$ cat src/rtl/keyword_token_lexer_core_assert.svh
// Assertion macros shared by the lexer RTL files.
// Every macro samples on i_clk and is disabled while i_rst_n is low.
`ifndef KEYWORD_TOKEN_LEXER_CORE_ASSERT_SVH
`define KEYWORD_TOKEN_LEXER_CORE_ASSERT_SVH

// The consequent must hold in the same cycle as the antecedent.
`define KWT_ASSERT_IMPL(name, ante, cons) \
    name: assert property (@(posedge i_clk) disable iff (!i_rst_n) (ante) |-> (cons)) \
        else $error("lexer assertion failed");

// The consequent must hold in the cycle after the antecedent.
`define KWT_ASSERT_NEXT(name, ante, cons) \
    name: assert property (@(posedge i_clk) disable iff (!i_rst_n) (ante) |=> (cons)) \
        else $error("lexer assertion failed");

`endif

$ cat src/rtl/kwt_pkg.sv
// Package for the keyword token lexer: widths, token kinds, scan modes,
// the keyword table and small helper functions. Depends on nothing.
`timescale 1ns / 1ps

package kwt_pkg;

    localparam int OFFSET_BITS   = 20;
    localparam int POSITION_BITS = 16;
    localparam int KW_MAX_LEN    = 7;
    localparam int KW_IDX_W      = $clog2(KW_MAX_LEN);
    localparam int KW_COUNT      = 12;
    localparam int KIND_W        = 6;
    localparam int OQ_DEPTH      = 4;
    localparam int OQ_PTR_W      = $clog2(OQ_DEPTH);
    localparam int OQ_CNT_W      = $clog2(OQ_DEPTH + 1);

    typedef logic [KIND_W-1:0]        t_kind;
    typedef logic [POSITION_BITS-1:0] t_pos;
    typedef logic [OFFSET_BITS-1:0]   t_off;
    typedef logic [7:0]               t_char;
    typedef t_char [KW_MAX_LEN-1:0]   t_word;

    localparam t_kind KIND_IDENT  = 6'd0;
    localparam t_kind KIND_NUMBER = 6'd1;
    localparam t_kind KIND_KW0    = 6'd2;
    localparam t_kind KIND_ASSIGN = 6'd14;
    localparam t_kind KIND_PLUS   = 6'd15;
    localparam t_kind KIND_MINUS  = 6'd16;
    localparam t_kind KIND_MUL    = 6'd17;
    localparam t_kind KIND_DIV    = 6'd18;
    localparam t_kind KIND_EQ     = 6'd19;
    localparam t_kind KIND_LSS    = 6'd20;
    localparam t_kind KIND_GTR    = 6'd21;
    localparam t_kind KIND_LEQ    = 6'd22;
    localparam t_kind KIND_GEQ    = 6'd23;
    localparam t_kind KIND_NEQ    = 6'd24;
    localparam t_kind KIND_SEMI   = 6'd25;
    localparam t_kind KIND_COLON  = 6'd26;
    localparam t_kind KIND_LPAR   = 6'd27;
    localparam t_kind KIND_RPAR   = 6'd28;
    localparam t_kind KIND_LBRK   = 6'd29;
    localparam t_kind KIND_RBRK   = 6'd30;
    localparam t_kind KIND_EOT    = 6'd31;
    localparam t_kind KIND_ERROR  = 6'd32;

    localparam t_char CH_TAB     = 8'h09;
    localparam t_char CH_NL      = 8'h0A;
    localparam t_char CH_CR      = 8'h0D;
    localparam t_char CH_SPACE   = 8'h20;
    localparam t_char CH_LPAR    = 8'h28;
    localparam t_char CH_RPAR    = 8'h29;
    localparam t_char CH_STAR    = 8'h2A;
    localparam t_char CH_PLUS    = 8'h2B;
    localparam t_char CH_MINUS   = 8'h2D;
    localparam t_char CH_SLASH   = 8'h2F;
    localparam t_char CH_0       = 8'h30;
    localparam t_char CH_9       = 8'h39;
    localparam t_char CH_COLON   = 8'h3A;
    localparam t_char CH_SEMI    = 8'h3B;
    localparam t_char CH_LT      = 8'h3C;
    localparam t_char CH_EQ      = 8'h3D;
    localparam t_char CH_GT      = 8'h3E;
    localparam t_char CH_UPPER_A = 8'h41;
    localparam t_char CH_UPPER_Z = 8'h5A;
    localparam t_char CH_LBRK    = 8'h5B;
    localparam t_char CH_RBRK    = 8'h5D;
    localparam t_char CH_LOWER_A = 8'h61;
    localparam t_char CH_LOWER_Z = 8'h7A;

    localparam t_pos POS_ONE  = POSITION_BITS'(1);
    localparam t_off OFF_ZERO = '0;
    localparam t_off OFF_ONE  = OFFSET_BITS'(1);
    localparam t_off OFF_TWO  = OFFSET_BITS'(2);

    // Keyword text is right aligned: the last character sits in the low byte.
    localparam logic [63:0] KW_TEXT [KW_COUNT] = '{
        "program", "var", "begin", "end", "int", "if",
        "then", "else", "while", "do", "read", "write"
    };
    localparam int KW_LEN [KW_COUNT] = '{7, 3, 5, 3, 3, 2, 4, 4, 5, 2, 4, 5};

    typedef enum logic [2:0] {
        MODE_IDLE,
        MODE_WORD,
        MODE_NUM,
        MODE_LT,
        MODE_GT,
        MODE_COLON,
        MODE_ERR
    } t_mode;

    typedef struct packed {
        logic        end_of_text;
        t_char       text_byte;
    } t_item;

    typedef struct packed {
        t_kind kind;
        t_pos  line;
        t_pos  column;
        t_off  offset;
        t_off  length;
        logic  last;
    } t_token;

    typedef struct packed {
        logic [1:0] n;
        t_token     tok0;
        t_token     tok1;
    } t_push;

    function automatic t_pos sat_pos(input t_pos v);
        return (&v) ? v : v + POS_ONE;
    endfunction

    function automatic t_off sat_off(input t_off v);
        return (&v) ? v : v + OFF_ONE;
    endfunction

    function automatic logic is_space(input t_char c);
        return (c == CH_SPACE) || ((c >= CH_TAB) && (c <= CH_CR));
    endfunction

    function automatic logic is_letter(input t_char c);
        return ((c >= CH_UPPER_A) && (c <= CH_UPPER_Z)) ||
               ((c >= CH_LOWER_A) && (c <= CH_LOWER_Z));
    endfunction

    function automatic logic is_digit(input t_char c);
        return (c >= CH_0) && (c <= CH_9);
    endfunction

    function automatic t_kind op_kind(input t_char c);
        t_kind k;
        unique case (c)
            CH_EQ:    k = KIND_EQ;
            CH_PLUS:  k = KIND_PLUS;
            CH_MINUS: k = KIND_MINUS;
            CH_STAR:  k = KIND_MUL;
            CH_SLASH: k = KIND_DIV;
            CH_LPAR:  k = KIND_LPAR;
            CH_RPAR:  k = KIND_RPAR;
            CH_SEMI:  k = KIND_SEMI;
            CH_LBRK:  k = KIND_LBRK;
            CH_RBRK:  k = KIND_RBRK;
            default:  k = KIND_ERROR;
        endcase
        return k;
    endfunction

    // Only the characters that the current word has written are compared.
    function automatic t_kind kw_kind(input t_word w, input t_off len);
        t_kind k;
        logic  hit;
        k = KIND_IDENT;
        for (int i = 0; i < KW_COUNT; i++) begin
            hit = (len == OFFSET_BITS'(KW_LEN[i]));
            for (int j = 0; j < KW_MAX_LEN; j++) begin
                if (j < KW_LEN[i]) begin
                    hit = hit && (w[j] == KW_TEXT[i][8*(KW_LEN[i]-1-j) +: 8]);
                end
            end
            if (hit) begin
                k = KIND_KW0 + KIND_W'(i);
            end
        end
        return k;
    endfunction

endpackage

$ cat src/rtl/kwt_ifs.sv
// Handshake interfaces of the lexer: the source text channel and the
// token channel. Depends on kwt_pkg.
`timescale 1ns / 1ps

interface kwt_text_if;
    logic                 valid;
    logic                 ready;
    logic [7:0]           text_byte;
    logic                 end_of_text;

    modport source (output valid, text_byte, end_of_text, input ready);
    modport sink   (input valid, text_byte, end_of_text, output ready);
endinterface

interface kwt_token_if;
    logic                               valid;
    logic                               ready;
    logic [kwt_pkg::KIND_W-1:0]         token_kind;
    logic [kwt_pkg::POSITION_BITS-1:0]  start_line;
    logic [kwt_pkg::POSITION_BITS-1:0]  start_column;
    logic [kwt_pkg::OFFSET_BITS-1:0]    start_offset;
    logic [kwt_pkg::OFFSET_BITS-1:0]    token_length;
    logic                               last_of_run;

    modport source (output valid, token_kind, start_line, start_column, start_offset,
                    token_length, last_of_run, input ready);
    modport sink   (input valid, token_kind, start_line, start_column, start_offset,
                    token_length, last_of_run, output ready);
endinterface

$ cat src/rtl/kwt_scan.sv
// Scan stage: holds the lexer state and turns one registered item into
// zero, one or two tokens. Depends on kwt_pkg and the assertion macros.
`timescale 1ns / 1ps
`include "keyword_token_lexer_core_assert.svh"

module kwt_scan (
    input  logic           i_clk,
    input  logic           i_rst_n,
    input  logic           i_fire,
    input  kwt_pkg::t_item i_item,
    output kwt_pkg::t_push o_push
);
    import kwt_pkg::*;

    t_mode r_mode, n_mode;
    t_word r_buf;
    t_off  r_wlen, n_wlen;
    t_pos  r_line, n_line, r_col, n_col, r_sline, n_sline, r_scol, n_scol;
    t_off  r_off, n_off, r_soff, n_soff;

    t_char c;
    logic  eot, busy, c_space, c_letter, c_digit, c_pend;
    logic  cont, pair_v, flush_v;
    t_kind pair_kind, flush_kind;
    t_off  flush_len;
    logic  buf_we;
    logic [KW_IDX_W-1:0] buf_idx;
    t_token p, q;
    logic  p_v, q_v;

    assign c        = i_item.text_byte;
    assign eot      = i_item.end_of_text;
    assign busy     = !eot && (r_mode != MODE_ERR);
    assign c_space  = is_space(c);
    assign c_letter = is_letter(c);
    assign c_digit  = is_digit(c);
    assign c_pend   = (c == CH_LT) || (c == CH_GT) || (c == CH_COLON);

    always_comb begin
        cont       = 1'b0;
        pair_v     = 1'b0;
        pair_kind  = KIND_ERROR;
        flush_v    = 1'b1;
        flush_kind = KIND_ERROR;
        flush_len  = OFF_ONE;
        unique case (r_mode)
            MODE_WORD: begin
                cont       = c_letter || c_digit;
                flush_kind = kw_kind(r_buf, r_wlen);
                flush_len  = r_wlen;
            end
            MODE_NUM: begin
                cont       = c_digit;
                flush_kind = KIND_NUMBER;
                flush_len  = r_wlen;
            end
            MODE_LT: begin
                pair_v     = (c == CH_EQ) || (c == CH_GT);
                pair_kind  = (c == CH_EQ) ? KIND_LEQ : KIND_NEQ;
                flush_kind = KIND_LSS;
            end
            MODE_GT: begin
                pair_v     = (c == CH_EQ);
                pair_kind  = KIND_GEQ;
                flush_kind = KIND_GTR;
            end
            MODE_COLON: begin
                pair_v     = (c == CH_EQ);
                pair_kind  = KIND_ASSIGN;
                flush_kind = KIND_COLON;
            end
            default: begin
                flush_v = 1'b0;
            end
        endcase
    end

    // Token outputs.
    always_comb begin
        p     = '{kind: flush_kind, line: r_sline, column: r_scol, offset: r_soff,
                  length: flush_len, last: 1'b0};
        q     = '{kind: op_kind(c), line: r_line, column: r_col, offset: r_off,
                  length: OFF_ONE, last: 1'b1};
        p_v   = 1'b0;
        q_v   = 1'b0;
        if (eot) begin
            p_v      = flush_v;
            q.kind   = KIND_EOT;
            q.length = OFF_ZERO;
            q_v      = 1'b1;
        end else if (busy && !cont) begin
            if (pair_v) begin
                p_v      = 1'b1;
                p.kind   = pair_kind;
                p.length = OFF_TWO;
            end else begin
                p_v = flush_v;
                q_v = !(c_space || c_letter || c_digit || c_pend);
            end
        end
    end

    always_comb begin
        o_push.n    = i_fire ? (2'(p_v) + 2'(q_v)) : 2'd0;
        o_push.tok0 = p_v ? p : q;
        o_push.tok0.last = !(p_v && q_v);
        o_push.tok1 = q;
    end

    // Next state.
    always_comb begin
        n_mode  = r_mode;
        n_wlen  = r_wlen;
        n_line  = r_line;
        n_col   = r_col;
        n_off   = r_off;
        n_sline = r_sline;
        n_scol  = r_scol;
        n_soff  = r_soff;
        buf_we  = 1'b0;
        buf_idx = '0;
        if (eot) begin
            n_mode  = MODE_IDLE;
            n_wlen  = OFF_ZERO;
            n_line  = POS_ONE;
            n_col   = POS_ONE;
            n_off   = OFF_ZERO;
            n_sline = POS_ONE;
            n_scol  = POS_ONE;
            n_soff  = OFF_ZERO;
        end else if (busy) begin
            n_off = sat_off(r_off);
            if (c == CH_NL) begin
                n_line = sat_pos(r_line);
                n_col  = POS_ONE;
            end else begin
                n_col = sat_pos(r_col);
            end
            if (cont) begin
                n_wlen = sat_off(r_wlen);
                if (r_mode == MODE_WORD && r_wlen < OFFSET_BITS'(KW_MAX_LEN)) begin
                    buf_we  = 1'b1;
                    buf_idx = r_wlen[KW_IDX_W-1:0];
                end
            end else begin
                n_mode = MODE_IDLE;
                if (!pair_v) begin
                    if (c_letter || c_digit || c_pend) begin
                        n_sline = r_line;
                        n_scol  = r_col;
                        n_soff  = r_off;
                    end
                    if (c_letter || c_digit) begin
                        buf_we  = 1'b1;
                        n_wlen  = OFF_ONE;
                        n_mode  = c_letter ? MODE_WORD : MODE_NUM;
                    end else if (c == CH_LT) begin
                        n_mode = MODE_LT;
                    end else if (c == CH_GT) begin
                        n_mode = MODE_GT;
                    end else if (c == CH_COLON) begin
                        n_mode = MODE_COLON;
                    end else if (!c_space && op_kind(c) == KIND_ERROR) begin
                        n_mode = MODE_ERR;
                    end
                end
            end
        end
    end

    always_ff @(posedge i_clk) begin
        if (!i_rst_n) begin
            r_mode  <= MODE_IDLE;
            r_wlen  <= OFF_ZERO;
            r_line  <= POS_ONE;
            r_col   <= POS_ONE;
            r_off   <= OFF_ZERO;
            r_sline <= POS_ONE;
            r_scol  <= POS_ONE;
            r_soff  <= OFF_ZERO;
        end else if (i_fire) begin
            r_mode  <= n_mode;
            r_wlen  <= n_wlen;
            r_line  <= n_line;
            r_col   <= n_col;
            r_off   <= n_off;
            r_sline <= n_sline;
            r_scol  <= n_scol;
            r_soff  <= n_soff;
        end
    end

    always_ff @(posedge i_clk) begin
        if (i_fire && buf_we) begin
            r_buf[buf_idx] <= c;
        end
    end

    `KWT_ASSERT_NEXT(a_eot_resets, i_fire && eot, r_mode == MODE_IDLE && r_off == OFF_ZERO)
    `KWT_ASSERT_NEXT(a_err_sticky, r_mode == MODE_ERR && !(i_fire && eot), r_mode == MODE_ERR)
    `KWT_ASSERT_IMPL(a_two_last, o_push.n == 2'd2, !o_push.tok0.last && o_push.tok1.last)

endmodule

$ cat src/rtl/kwt_outq.sv
// Token queue: four register slots that take up to two tokens a cycle
// and hand one a cycle to a ready output channel. Depends on kwt_pkg.
`timescale 1ns / 1ps
`include "keyword_token_lexer_core_assert.svh"

module kwt_outq (
    input  logic            i_clk,
    input  logic            i_rst_n,
    input  kwt_pkg::t_push  i_push,
    input  logic            i_pop,
    output logic            o_valid,
    output logic            o_room,
    output kwt_pkg::t_token o_head
);
    import kwt_pkg::*;

    t_token r_slot [OQ_DEPTH];
    logic [OQ_PTR_W-1:0] r_wptr, r_rptr;
    logic [OQ_CNT_W-1:0] r_count;
    logic pop;

    assign o_valid = (r_count != '0);
    assign o_room  = (r_count <= OQ_CNT_W'(OQ_DEPTH - 2));
    assign o_head  = r_slot[r_rptr];
    assign pop     = i_pop && o_valid;

    always_ff @(posedge i_clk) begin
        if (!i_rst_n) begin
            r_wptr  <= '0;
            r_rptr  <= '0;
            r_count <= '0;
        end else begin
            r_wptr  <= r_wptr + OQ_PTR_W'(i_push.n);
            r_rptr  <= r_rptr + OQ_PTR_W'(pop);
            r_count <= r_count + OQ_CNT_W'(i_push.n) - OQ_CNT_W'(pop);
        end
    end

    always_ff @(posedge i_clk) begin
        if (i_push.n != 2'd0) begin
            r_slot[r_wptr] <= i_push.tok0;
        end
        if (i_push.n == 2'd2) begin
            r_slot[r_wptr + OQ_PTR_W'(1)] <= i_push.tok1;
        end
    end

    `KWT_ASSERT_IMPL(a_no_overflow, 1'b1, r_count <= OQ_CNT_W'(OQ_DEPTH))
    `KWT_ASSERT_NEXT(a_push_two, i_push.n == 2'd2 && !pop, r_count == $past(r_count) + 3'd2)

endmodule

$ cat src/rtl/keyword_token_lexer_core.sv
// Top level of the keyword token lexer: input register, scan stage and
// token queue. Depends on kwt_pkg, kwt_ifs, kwt_scan and kwt_outq.
//
// i_text carries source bytes, one per item; an item with end_of_text set
// carries no byte, flushes any pending token and ends with the end token.
// o_token carries tokens; last_of_run marks the final token of an input item.
// An item is taken into an input register, scanned from there by the scan
// stage and its tokens are written to a four-slot queue, whose head is the
// token offered on o_token. One item is accepted every cycle while items
// give at most one token and the receiver takes every token; an item that
// gives two tokens hands them out in turn through the single queue port.
// Reset returns the lexer to line 1, column 1, offset 0 and empties the
// queue. When the receiver stalls, the queue fills, the scan stage holds
// its item and i_text.ready drops; no token is lost or repeated.
`timescale 1ns / 1ps

module keyword_token_lexer_core (
    input  logic        i_clk,
    input  logic        i_rst_n,
    kwt_text_if.sink    i_text,
    kwt_token_if.source o_token
);
    import kwt_pkg::*;

    logic   r_in_valid;
    t_item  r_in;
    logic   fire, accept, room;
    t_push  push;
    t_token head;

    assign fire         = r_in_valid && room;
    assign i_text.ready = !r_in_valid || fire;
    assign accept       = i_text.valid && i_text.ready;

    always_ff @(posedge i_clk) begin
        if (!i_rst_n) begin
            r_in_valid <= 1'b0;
        end else if (accept) begin
            r_in_valid <= 1'b1;
        end else if (fire) begin
            r_in_valid <= 1'b0;
        end
    end

    always_ff @(posedge i_clk) begin
        if (accept) begin
            r_in.text_byte   <= i_text.text_byte;
            r_in.end_of_text <= i_text.end_of_text;
        end
    end

    kwt_scan u_scan (
        .i_clk   (i_clk),
        .i_rst_n (i_rst_n),
        .i_fire  (fire),
        .i_item  (r_in),
        .o_push  (push)
    );

    kwt_outq u_outq (
        .i_clk   (i_clk),
        .i_rst_n (i_rst_n),
        .i_push  (push),
        .i_pop   (o_token.ready),
        .o_valid (o_token.valid),
        .o_room  (room),
        .o_head  (head)
    );

    assign o_token.token_kind   = head.kind;
    assign o_token.start_line   = head.line;
    assign o_token.start_column = head.column;
    assign o_token.start_offset = head.offset;
    assign o_token.token_length = head.length;
    assign o_token.last_of_run  = head.last;

endmodule

$ cat src/flat_wrapper.sv
// flat-port wrapper written by rule: the top's interface ports become plain ports
module keyword_token_lexer_core_flat import kwt_pkg::*;
  (i_clk, i_rst_n, i_text_valid, i_text_text_byte, i_text_end_of_text, i_text_ready, o_token_valid, o_token_token_kind, o_token_start_line, o_token_start_column, o_token_start_offset, o_token_token_length, o_token_last_of_run, o_token_ready);
  kwt_text_if i_text_i ();
  kwt_token_if o_token_i ();
  input  logic i_clk;
  input  logic i_rst_n;
  input wire logic [$bits(i_text_i.valid)-1:0] i_text_valid;
  input wire logic [$bits(i_text_i.text_byte)-1:0] i_text_text_byte;
  input wire logic [$bits(i_text_i.end_of_text)-1:0] i_text_end_of_text;
  output wire logic [$bits(i_text_i.ready)-1:0] i_text_ready;
  output wire logic [$bits(o_token_i.valid)-1:0] o_token_valid;
  output wire logic [$bits(o_token_i.token_kind)-1:0] o_token_token_kind;
  output wire logic [$bits(o_token_i.start_line)-1:0] o_token_start_line;
  output wire logic [$bits(o_token_i.start_column)-1:0] o_token_start_column;
  output wire logic [$bits(o_token_i.start_offset)-1:0] o_token_start_offset;
  output wire logic [$bits(o_token_i.token_length)-1:0] o_token_token_length;
  output wire logic [$bits(o_token_i.last_of_run)-1:0] o_token_last_of_run;
  input wire logic [$bits(o_token_i.ready)-1:0] o_token_ready;
  assign i_text_i.valid = i_text_valid;
  assign i_text_i.text_byte = i_text_text_byte;
  assign i_text_i.end_of_text = i_text_end_of_text;
  assign i_text_ready = i_text_i.ready;
  assign o_token_valid = o_token_i.valid;
  assign o_token_token_kind = o_token_i.token_kind;
  assign o_token_start_line = o_token_i.start_line;
  assign o_token_start_column = o_token_i.start_column;
  assign o_token_start_offset = o_token_i.start_offset;
  assign o_token_token_length = o_token_i.token_length;
  assign o_token_last_of_run = o_token_i.last_of_run;
  assign o_token_i.ready = o_token_ready;
  keyword_token_lexer_core u_core (.i_clk(i_clk), .i_rst_n(i_rst_n), .i_text(i_text_i), .o_token(o_token_i));
endmodule
$ cat config.mk
export PLATFORM = sky130hd
export DESIGN_NAME = keyword_token_lexer_core_flat
export DESIGN_NICKNAME = d
export VERILOG_FILES = /design/src/rtl/kwt_pkg.sv /design/src/rtl/kwt_ifs.sv /design/src/rtl/kwt_scan.sv /design/src/rtl/kwt_outq.sv /design/src/rtl/keyword_token_lexer_core.sv /design/src/flat_wrapper.sv
export VERILOG_INCLUDE_DIRS = /design/src /design/src/rtl
export SDC_FILE = /design/constraint.sdc
export NUM_CORES = 1
export LEC_CHECK = 0
export BUFFER_PORTS_ARGS = -buffer_cell sky130_fd_sc_hd__buf_2
export CORE_ASPECT_RATIO = 0.8
export CORE_MARGIN = 4
export CORE_UTILIZATION = 45
export DETAILED_ROUTE_END_ITERATION = 8
export GPL_ROUTABILITY_DRIVEN = 0
export GPL_TIMING_DRIVEN = 0
export PLACE_DENSITY_LB_ADDON = 0.2
export SLEW_MARGIN = 25
export SYNTH_ARGS = -nofsm -noshare
export SYNTH_HDL_FRONTEND = slang
export SYNTH_SLANG_ARGS = --single-unit
$ cat constraint.sdc
create_clock -name i_clk -period 5.7 [get_ports i_clk]
set_clock_uncertainty 0.15 [all_clocks]
set_input_delay 0.285 -clock i_clk [delete_from_list [all_inputs] [get_ports i_clk]]
set_output_delay 0.285 -clock i_clk [all_outputs]
set_load 0.02 [all_outputs]
Word-level counts from Yosys, hierarchy flattened

Memories as Yosys holds them, arrays and structs flattened. A register that Yosys moved wholly into a read port is not among the register bits.
Index checks and enable logic that the tools add are counted.

Reductions and logical operators: 97
Multipliers: 0
Magnitude comparators: 12
Equal/unequal tests: 73
Muxes and demuxes: 152
Bitwise gates (word level): 0
Shift-type cells: 0
Div/mod/pow operators: 0
Add/sub/neg operators: 10

Operators by type and width:

| operator                                                                             | count |
|---|---|
| 20-bit 2-to-1 mux                                                                    | 18 |
| 8-bit by 7-bit == test with 1-bit output (second input constant)                     | 40 |
| 16-bit 2-to-1 mux                                                                    | 18 |
| 6-bit 2-to-1 mux                                                                     | 23 |
| 8-bit by 6-bit == test with 1-bit output (second input constant)                     | 12 |
| 79-bit 2-to-1 mux                                                                    | 1 |
| 1-bit 2-to-1 mux                                                                     | 66 |
| 20-bit by 3-bit == test with 1-bit output (second input constant)                    | 3 |
| 1-bit logical AND                                                                    | 60 |
| 6-bit one-hot mux with 10 select lines                                               | 1 |
| 56-bit bitwise mux                                                                   | 1 |
| 20-bit by 1-bit adder with 20-bit output (second input constant)                     | 2 |
| 20-bit by 2-bit == test with 1-bit output (second input constant)                    | 2 |
| 20-bit AND reduction                                                                 | 2 |
| 3-bit 2-to-1 mux                                                                     | 13 |
| 16-bit by 1-bit adder with 16-bit output (second input constant)                     | 2 |
| 16-bit AND reduction                                                                 | 2 |
| 6-bit one-hot mux with 5 select lines                                                | 1 |
| 8-bit demux with 3-bit select                                                        | 1 |
| 20-bit by 3-bit < comparator with 1-bit output (second input constant)               | 1 |
| 6-bit one-hot mux with 3 select lines                                                | 1 |
| 8-bit by 7-bit greater-or-equal comparator with 1-bit output (second input constant) | 2 |
| 8-bit by 7-bit <= comparator with 1-bit output (second input constant)               | 2 |
| 1-bit logical OR                                                                     | 11 |
| 34 further kinds                                                                     | 59 |

Memories kept: 1
Bits in read-only memories: 0
Memory bits (writable): 316
Output and inout port bits: 81
Logic and storage cells: 366
Register bits after elaboration: 200
Input bits: 13
Bits in latches: 0

Memories:

| memory               | words | bits a word | rd ports | clocked after Yosys merged registers in | wr ports | line           | RTL |
|---|---|---|---|---|---|---|---|
| u_core.u_outq.r_slot | 4     | 79          | 1        | 1                                       | 2        | kwt_outq.sv:17 | `t_token r_slot [OQ_DEPTH];` |

Depth between registers and ports, before layout

Gate-level depths: netlist of the first run.

Word-level depth: 32
Gate-level depth with buffers: 18
Gate-level depth less buffers: 14

Hierarchy

A second synthesis of the first run with hierarchy kept.

Cell total of the unflattened synthesis: 1,908
Area total of the unflattened synthesis: 25,617.1 um^2

Modules (own cells, without submodules):

| module                   | cells each | area each (um^2) | times used | sequential area each (um^2) |
|---|---|---|---|---|
| kwt_outq                 | 809        | 15,568.7         | 1          | 9,629.2 |
| kwt_scan                 | 1,084      | 9,713.1          | 1          | 4,224.1 |
| keyword_token_lexer_core | 15         | 335.3            | 1          | 290.3 |

Worst setup path before layout of the first run

OpenSTA, ideal clock, no wires.

Path kind: reg2reg
From: register u_core.r_in[7] (netlist bit)
To: memory u_core.u_outq.r_slot[3][1] (netlist bit), enable pin
Arrival time: 4.356 ns
Clock period less this slack: 4.919 ns
Buffers on the path: 6
Stages on the path, launching flop included: 17
Slack: 0.781 ns
Path through: edfxtp_1 -> nor4bb_1 -> buf_2 -> a31oi_1 -> o31a_1 -> a21bo_2 -> buf_4 -> inv_4 -> buf_2 -> ha_1 -> buf_2 -> o21ai_1 -> or2_2 -> clkbuf_1 -> and2_1 -> clkbuf_1 -> inv_1

RTL lines:

| item            | line                           | RTL |
|---|---|---|
| start, declared | keyword_token_lexer_core.sv:26 | `t_item r_in;` |
| end, declared   | kwt_outq.sv:17                 |  |

==> impl_metrics.yaml, run 1 <==
critical_path:
  critPathRequiredTime_ns: 6.02
  crit_path_start_kind: "flop"
  cp_max_fo: 13
  rr_worst_depth: 15
  endpoint_kind: "flop"
  crit_top_cell: "buf_2"
  r2r-end: "u_core.u_outq.r_slot[1][54]$_DFFE_PP_"
  r2r_slack_ns: 0.36
  cp.arrival_ns: 5.66
  max_stage_delay_ns: 0.62
  path_cells: "o21ai_0 -> nand2_1 -> o21ai_1 -> a21bo_2 -> buf_4 -> inv_4 -> buf_2 -> ha_1 -> buf_2 -> o21ai_1 -> or2_0 -> buf_2 -> nor2_1 -> clkbuf_1 -> a22o_1"
  crit_start: "u_core.r_in[2]$_DFFE_PP_"
  endpoint: "u_core.u_outq.r_slot[1][54]$_DFFE_PP_"
  critPathKind: "reg -> reg"
  rr_startpoint: "u_core.r_in[2]$_DFFE_PP_"
  slowest_stage: "edfxtp_1"
timing:
  clock.fmax_ghz: 0.187
  timing.final.crit_share: 0.937
  layout_min_cycle_time_ns: 5.34
  relSlewSlack: 0.338
  drv_slew: 0
  rsz0062_at_grt: "false"
  setup_violations: 0
  worst_slack_ns: 0.358
  hold_viol: 0
  tightest_slew_ns: 0.993
  whs_ns: 0.110
grt:
  grt_pass1_wl_um: 102000
  grt_usage: 0.236
  grt_pass1_vias: 16600
  grt_remaining_overflow: 0
  grt_max_degree: 39
  antenna_found_initial: 1
synthesis:
  yosysSeqAreaShare: 0.573
  yosys_warnings: 0
  synth_cells: 1860
  avgSynthCellArea_um2: 12.5
  yosysTopAreaCellShare: 0.388
  syn-num-nets: 1887
  synth_ff_type: "edfxtp_1"
  synth_edf_count: 301
  synth.top_cells.by_area: "edfxtp_1, dfxtp_1, a22o_1"
  yosysTopAreaCell: "edfxtp_1"
  syn-cell-area_um2: 23300
  synth_cell_types: 80
  ys_seq_elements: 516
  async_reset_ff_frac: 0
cts:
  clkLatencyLatePin_ns: 0.63
  clock_sinks: 516
  cts_max_level: 2
  clk_pin_slew_ns: 0.06
  cts_made_buffers: 52
  cts_tree: "done"
  cts_root_buf: "clkbuf_16"
  clockBufferDepth: 3
floorplanning:
  dieArea_um2: 55400
  rows: 74
  initial_utilization: 0.455
  ios: 94
  die_w_um: 262
  dieHeight_um: 211
  fp.coreArea_um2: 51100
detailed_routing:
  via_count: 17000
  postRouteWirelength_um: 66800
  firstDrtPassIters: 5
  drt.antenna.violating_nets: 0
  remaining_drc_errors: 0
  dr.first_iter.drc_count: 1851
  viasPerCell: 6.20
  avgRoutedWirePerCell_um: 24.3
placement:
  dpl.hpwl_um: 45400
  place_ws_ns: 0.288
  port_buffers: 92
power:
  peakVddDrop_v: 0.000253
  cellLeakagePower_uw: 0.00921
  power_density_nw_per_um2: 349
finish:
  final_layout_size_suffix_gt1_frac: 0.172
  nFillCells: 4414
  area_delta_synth_final_pct: 14.0
  nets: 2048
  num_antenna_cells: 0
hold_path:
  min_path_type: "in -> reg"
  worstHoldPathCells: 4
run:
  cap_violations: 0
status:
  status: "finished, final reports clean"
## registers in the layout (all words and copies together), names as in the netlist, 16 cells and up
name                   flops
u_core.u_outq.r_slot     316
u_core.u_scan.r_sline     16
u_core.u_scan.r_col       16
u_core.u_scan.r_wlen      20
u_core.u_scan.r_off       20
u_core.u_scan.r_line      16
u_core.u_scan.r_scol      16
u_core.u_scan.r_soff      20
u_core.u_scan.r_buf       56
## per-layer routing
layer	wire length, µm	part of all wire	vias up	global-route usage
li1	-	-	7561	-
met1	30500	0.46	8570	0.359
met2	28400	0.43	798	0.345
met3	6270	0.094	107	0.0465
met4	1570	0.023	0	0.0688
met5	0	0	-	0.00422
## power breakdown
group	switching [µW]	internal [µW]
registers	72.6	4070
clock network	1490	1910
logic	1110	610
total	2670	6590
## worst min-delay path by stage
stage                                                        from                                      end  slack (ns)
after CTS                                           o_token_ready       u_core.u_outq.r_rptr[0]$_SDFF_PN0_        0.09
after detailed placement  u_core.u_outq.r_slot[1][2]$_SDFFE_PP0P_  u_core.u_outq.r_slot[1][2]$_SDFFE_PP0P_        0.29
after floorplan                               i_text_text_byte[0]                 u_core.r_in[0]$_DFFE_PP_        0.23
final                                               o_token_ready       u_core.u_outq.r_rptr[0]$_SDFF_PN0_        0.11
after global placement    u_core.u_outq.r_slot[3][2]$_SDFFE_PP0P_  u_core.u_outq.r_slot[3][2]$_SDFFE_PP0P_        0.28
after global routing                                o_token_ready       u_core.u_outq.r_rptr[0]$_SDFF_PN0_        0.13
## cell usage after synthesis (4+ instances only)
library cell	number
nor3b_1	6
edfxtp_1	301
nand2b_1	20
nor4b_1	4
o31ai_1	6
nand4_1	42
xnor2_1	15
ha_1	13
buf_2	54
clkbuf_1	108
nor2_2	6
a31oi_1	9
o21ai_0	59
or3_1	11
a21boi_0	12
and3_1	22
xor2_1	47
nand3b_1	5
buf_1	12
inv_1	27
and4b_1	4
o211ai_1	4
mux4_2	79
o22ai_1	19
nand4b_1	13
nor2b_1	11
nand2_1	100
nor3_1	35
a22o_1	308
nand3_1	46
and4_1	6
nor4_1	18
a21o_1	4
and2_1	20
a21oi_1	22
nor2_1	97
o32ai_1	6
dfxtp_1	215
nor4bb_1	6
## cells in the final DEF, fill, tap and decap left out, types with 20 or more instances in the layout
cell,netlist,layout
a21oi_1,22,22
a22o_1,308,308
and2_1,20,20
and3_1,22,22
buf_2,54,150
clkbuf_1,108,116
clkbuf_16,0,52
dfxtp_1,215,215
edfxtp_1,301,301
inv_1,27,23
mux4_2,79,79
nand2_1,100,100
nand2b_1,20,20
nand3_1,46,46
nand4_1,42,42
nor2_1,97,96
nor3_1,35,30
o21ai_0,59,59
xor2_1,47,47
## metrics by stage
step	TNS, ns	instance area [µm²]	total power (µW)	util	cells
after global routing	0	26500	9590	0.519	2748
final	0	26500	9260	0.519	2748
after floorplan	0	23300	5310	-	1860
after detailed placement	0	24700	5940	0.484	2642
after CTS	0	26500	9310	0.519	2750
after global placement	-249.57	24600	5920	0.481	2636
## what timing repair did
| action | 4_1_cts | 5_1_grt |
|---|---|---|
| hold buffers | 11 | 0 |
| endpoints found under the hold margin | 11 | 0 |
| gates resized for setup | 0 | 3 |
| setup buffers | 0 | 0 |
| endpoints found under the setup margin | 0 | 79 |
## critical path: cells and delay by family (launching register included)
| kind | cells | cell delay (ns) |
|---|---|---|
| fa+ha+maj | 1 | 0.29 |
| simple gates | 3 | 1.14 |
| buf+inv | 6 | 1.50 |
| flops | 1 | 0.62 |
| compound gates | 5 | 1.49 |
## area by class of cell
type,count,area (µm²),area share
Timing Repair Buffer,109,676,0.0255
Clock buffer,67,1390,0.0523
Multi-Input combinational cell,1137,9110,0.343
Tap cell,684,856,0.0323
Buffer,174,737,0.0278
Inverter,31,129,0.00486
Sequential cell,516,13300,0.503
Clock inverter,30,287,0.0108
## kinds of logic (layout without fill, tap and decap cells)
logic type,Yosys count,in the layout,share of synthesized area
AOI/OAI and AO/OA,486,486,0.166
xor gates and xnor gates,62,62,0.0233
adders and majority gates,14,14,0.00785
buffers and inverters,207,411,0.0367
DFF,516,516,0.573
muxes,80,80,0.0769
and+or+nand+nor,495,495,0.115
Power figures use the tool's default switching activity.
==> run 2, diff against run 1 <==
--- a/config.mk
+++ b/config.mk
@@ -7,9 +7,11 @@
 export NUM_CORES = 1
 export LEC_CHECK = 0
 export BUFFER_PORTS_ARGS = -buffer_cell sky130_fd_sc_hd__buf_2
+export CELL_PAD_IN_SITES_DETAIL_PLACEMENT = 0
+export CELL_PAD_IN_SITES_GLOBAL_PLACEMENT = 2
 export CORE_ASPECT_RATIO = 0.8
 export CORE_MARGIN = 4
-export CORE_UTILIZATION = 45
+export CORE_UTILIZATION = 43
 export DETAILED_ROUTE_END_ITERATION = 8
 export GPL_ROUTABILITY_DRIVEN = 0
 export GPL_TIMING_DRIVEN = 0
==> impl_metrics.yaml, run 2 (same netlist as run 1, synthesis figures left out) <==
timing:
  layout_min_cycle_time_ns: 5.53
  setup_violations: 0
  rsz0062_at_grt: "true"
  hold_viol: 0
  relSlewSlack: 0.286
  drv_slew: 0
  setup_tns_ns: 0
  clock.fmax_ghz: 0.181
  tightest_slew_ns: 1.07
  timing.final.crit_share: 0.970
finish:
  reg.largest.list: "u_core.u_outq.r_slot: 316 flops, u_core.u_scan.r_buf: 56 flops"
  nFillCells: 4580
  design_area_um2: 26600
  area_delta_synth_final_pct: 14.2
  final_layout_size_suffix_gt1_frac: 0.181
  instances_no_fill: 2754
  num_antenna_cells: 0
  final_common_cell: "a22o_1"
  nets: 2047
  final_cell_mix: "a22o_1, edfxtp_1, dfxtp_1, buf_2, clkbuf_1"
  largest_register_ffs: 316
  largest_register: "u_core.u_outq.r_slot"
critical_path:
  path_cells: "nor4bb_1 -> buf_2 -> nand2_1 -> o21ai_1 -> a21bo_2 -> buf_4 -> inv_4 -> buf_2 -> ha_1 -> buf_2 -> o21ai_1 -> or3_1 -> clkbuf_1 -> nor2_2 -> buf_2 -> a22o_1"
  critPathRequiredTime_ns: 6.01
  endpoint_kind: "flop"
  cp.arrival_ns: 5.84
  cp_max_fo: 13
  critPathKind: "reg -> reg"
  slowest_stage: "nor2_2"
  crit_top_cell: "buf_2"
  crit_path_start_kind: "flop"
  max_stage_delay_ns: 0.67
floorplanning:
  ios: 94
  dieArea_um2: 57900
  fp.coreArea_um2: 53000
  dieHeight_um: 216
  die_w_um: 268
  rows: 75
  initial_utilization: 0.439
power:
  cellLeakagePower_uw: 0.00925
  p_int_uw: 6640
  swShare: 0.287
  combPwrFrac: 0.185
  peakVddDrop_v: 0.000242
  total_power_uw: 9310
  p_seq_frac: 0.445
  power_density_nw_per_um2: 351
  p_clk_frac: 0.370
  p_sw_uw: 2670
grt:
  antenna_found_initial: 1
  use_met1: 0.369
  grt_max_degree: 41
  grt_usage: 0.237
  top_usage_layer: "met1"
  use_met2: 0.337
  grt_remaining_overflow: 0
  grt_pass1_vias: 16300
  grt_use_met3: 0.0522
  grt_pass1_wl_um: 104000
cts:
  cts_made_buffers: 52
  clkLatencyLatePin_ns: 0.61
  cts_tree: "done"
  clock_sinks: 516
  cts_setup_buffers: 0
  cts_root_buf: "clkbuf_16"
  clockBufferDepth: 3
  clk_pin_slew_ns: 0.06
  cts_max_level: 2
placement:
  dpl.hpwl_um: 47700
  place_inst: 2651
  port_buffers: 92
  place_area_um2: 24700
status:
  status: "finished, final reports clean"
run:
  cap_violations: 0
detailed_routing:
  firstDrtPassIters: 5
  dr.first_iter.drc_count: 1742
  viasPerCell: 6.16
  drt.antenna.violating_nets: 0
  remaining_drc_errors: 0
  avgRoutedWirePerCell_um: 25.3
  via_count: 17000
  postRouteWirelength_um: 69600
hold_path:
  min_path_type: "in -> reg"
-- run 2: final cells by class --
type | count | area, µm² | share of cell area
Sequential cell | 516 | 13300 | 0.502
Clock buffer | 64 | 1430 | 0.0537
Tap cell | 693 | 867 | 0.0326
Clock inverter | 31 | 279 | 0.0105
Inverter | 31 | 141 | 0.00532
Buffer | 174 | 737 | 0.0277
Multi-Input combinational cell | 1137 | 9110 | 0.343
Timing Repair Buffer | 108 | 666 | 0.0250
-- run 2: path summary, 6_finish.rpt --
kind | startpoint | to | slack (ns) | depth (start not counted)
max reg2reg | u_core.r_in[7]$_DFFE_PP_ | u_core.u_outq.r_slot[0][68]$_DFFE_PP_ | 0.17 | 16
min | o_token_ready | u_core.u_outq.r_rptr[0]$_SDFF_PN0_ | 0.17 | 4
min reg2reg | u_core.u_outq.r_slot[3][2]$_SDFFE_PP0P_ | u_core.u_outq.r_slot[3][2]$_SDFFE_PP0P_ | 0.31 | 2
max | u_core.r_in[7]$_DFFE_PP_ | u_core.u_outq.r_slot[0][68]$_DFFE_PP_ | 0.17 | 16
-- run 2: stage by stage --
stage | setup WS, ns | hold WS, ns | utilization
after CTS | 0.0882 | 0.122 | 0.501
after floorplan | 0.781 | 0.234 | -
after global routing | -0.0383 | 0.167 | 0.501
after detailed placement | -0.00490 | 0.297 | 0.467
after global placement | -1.42 | 0.284 | 0.464
final | 0.170 | 0.174 | 0.501
-- run 2: power groups by stage --
stage               sequential (µW)  combinational, µW  clock, µW
global route                   4150               1850       3660
floorplan                      4200               1110          0
global placement               4230               1710          0
CTS                            4140               1740       3500
finish                         4140               1730       3440
detailed placement             4230               1730          0
-- run 2: worst max-delay path: cells and delay by family (launching register included) --
kind,cells,cell delay [ns]
AOI/OAI and AO/OA,4,1.00
and+or+nand+nor,4,1.51
buffers and inverters,7,1.74
DFF,1,0.66
adders and majority gates,1,0.29
-- run 2: repair_timing --
item                                    in CTS  in global routing
hold endpoints to repair                    10                  0
gates resized for setup                      1                 16
hold buffers                                10                  0
endpoints found under the setup margin      25                132
-- run 2: routing by layer --
layer  vias up  routed length, µm
li1       7583                  -
met4         2               1440
met5         -                 11
met3       102               5890
met1      8603              33100
met2       688              29200
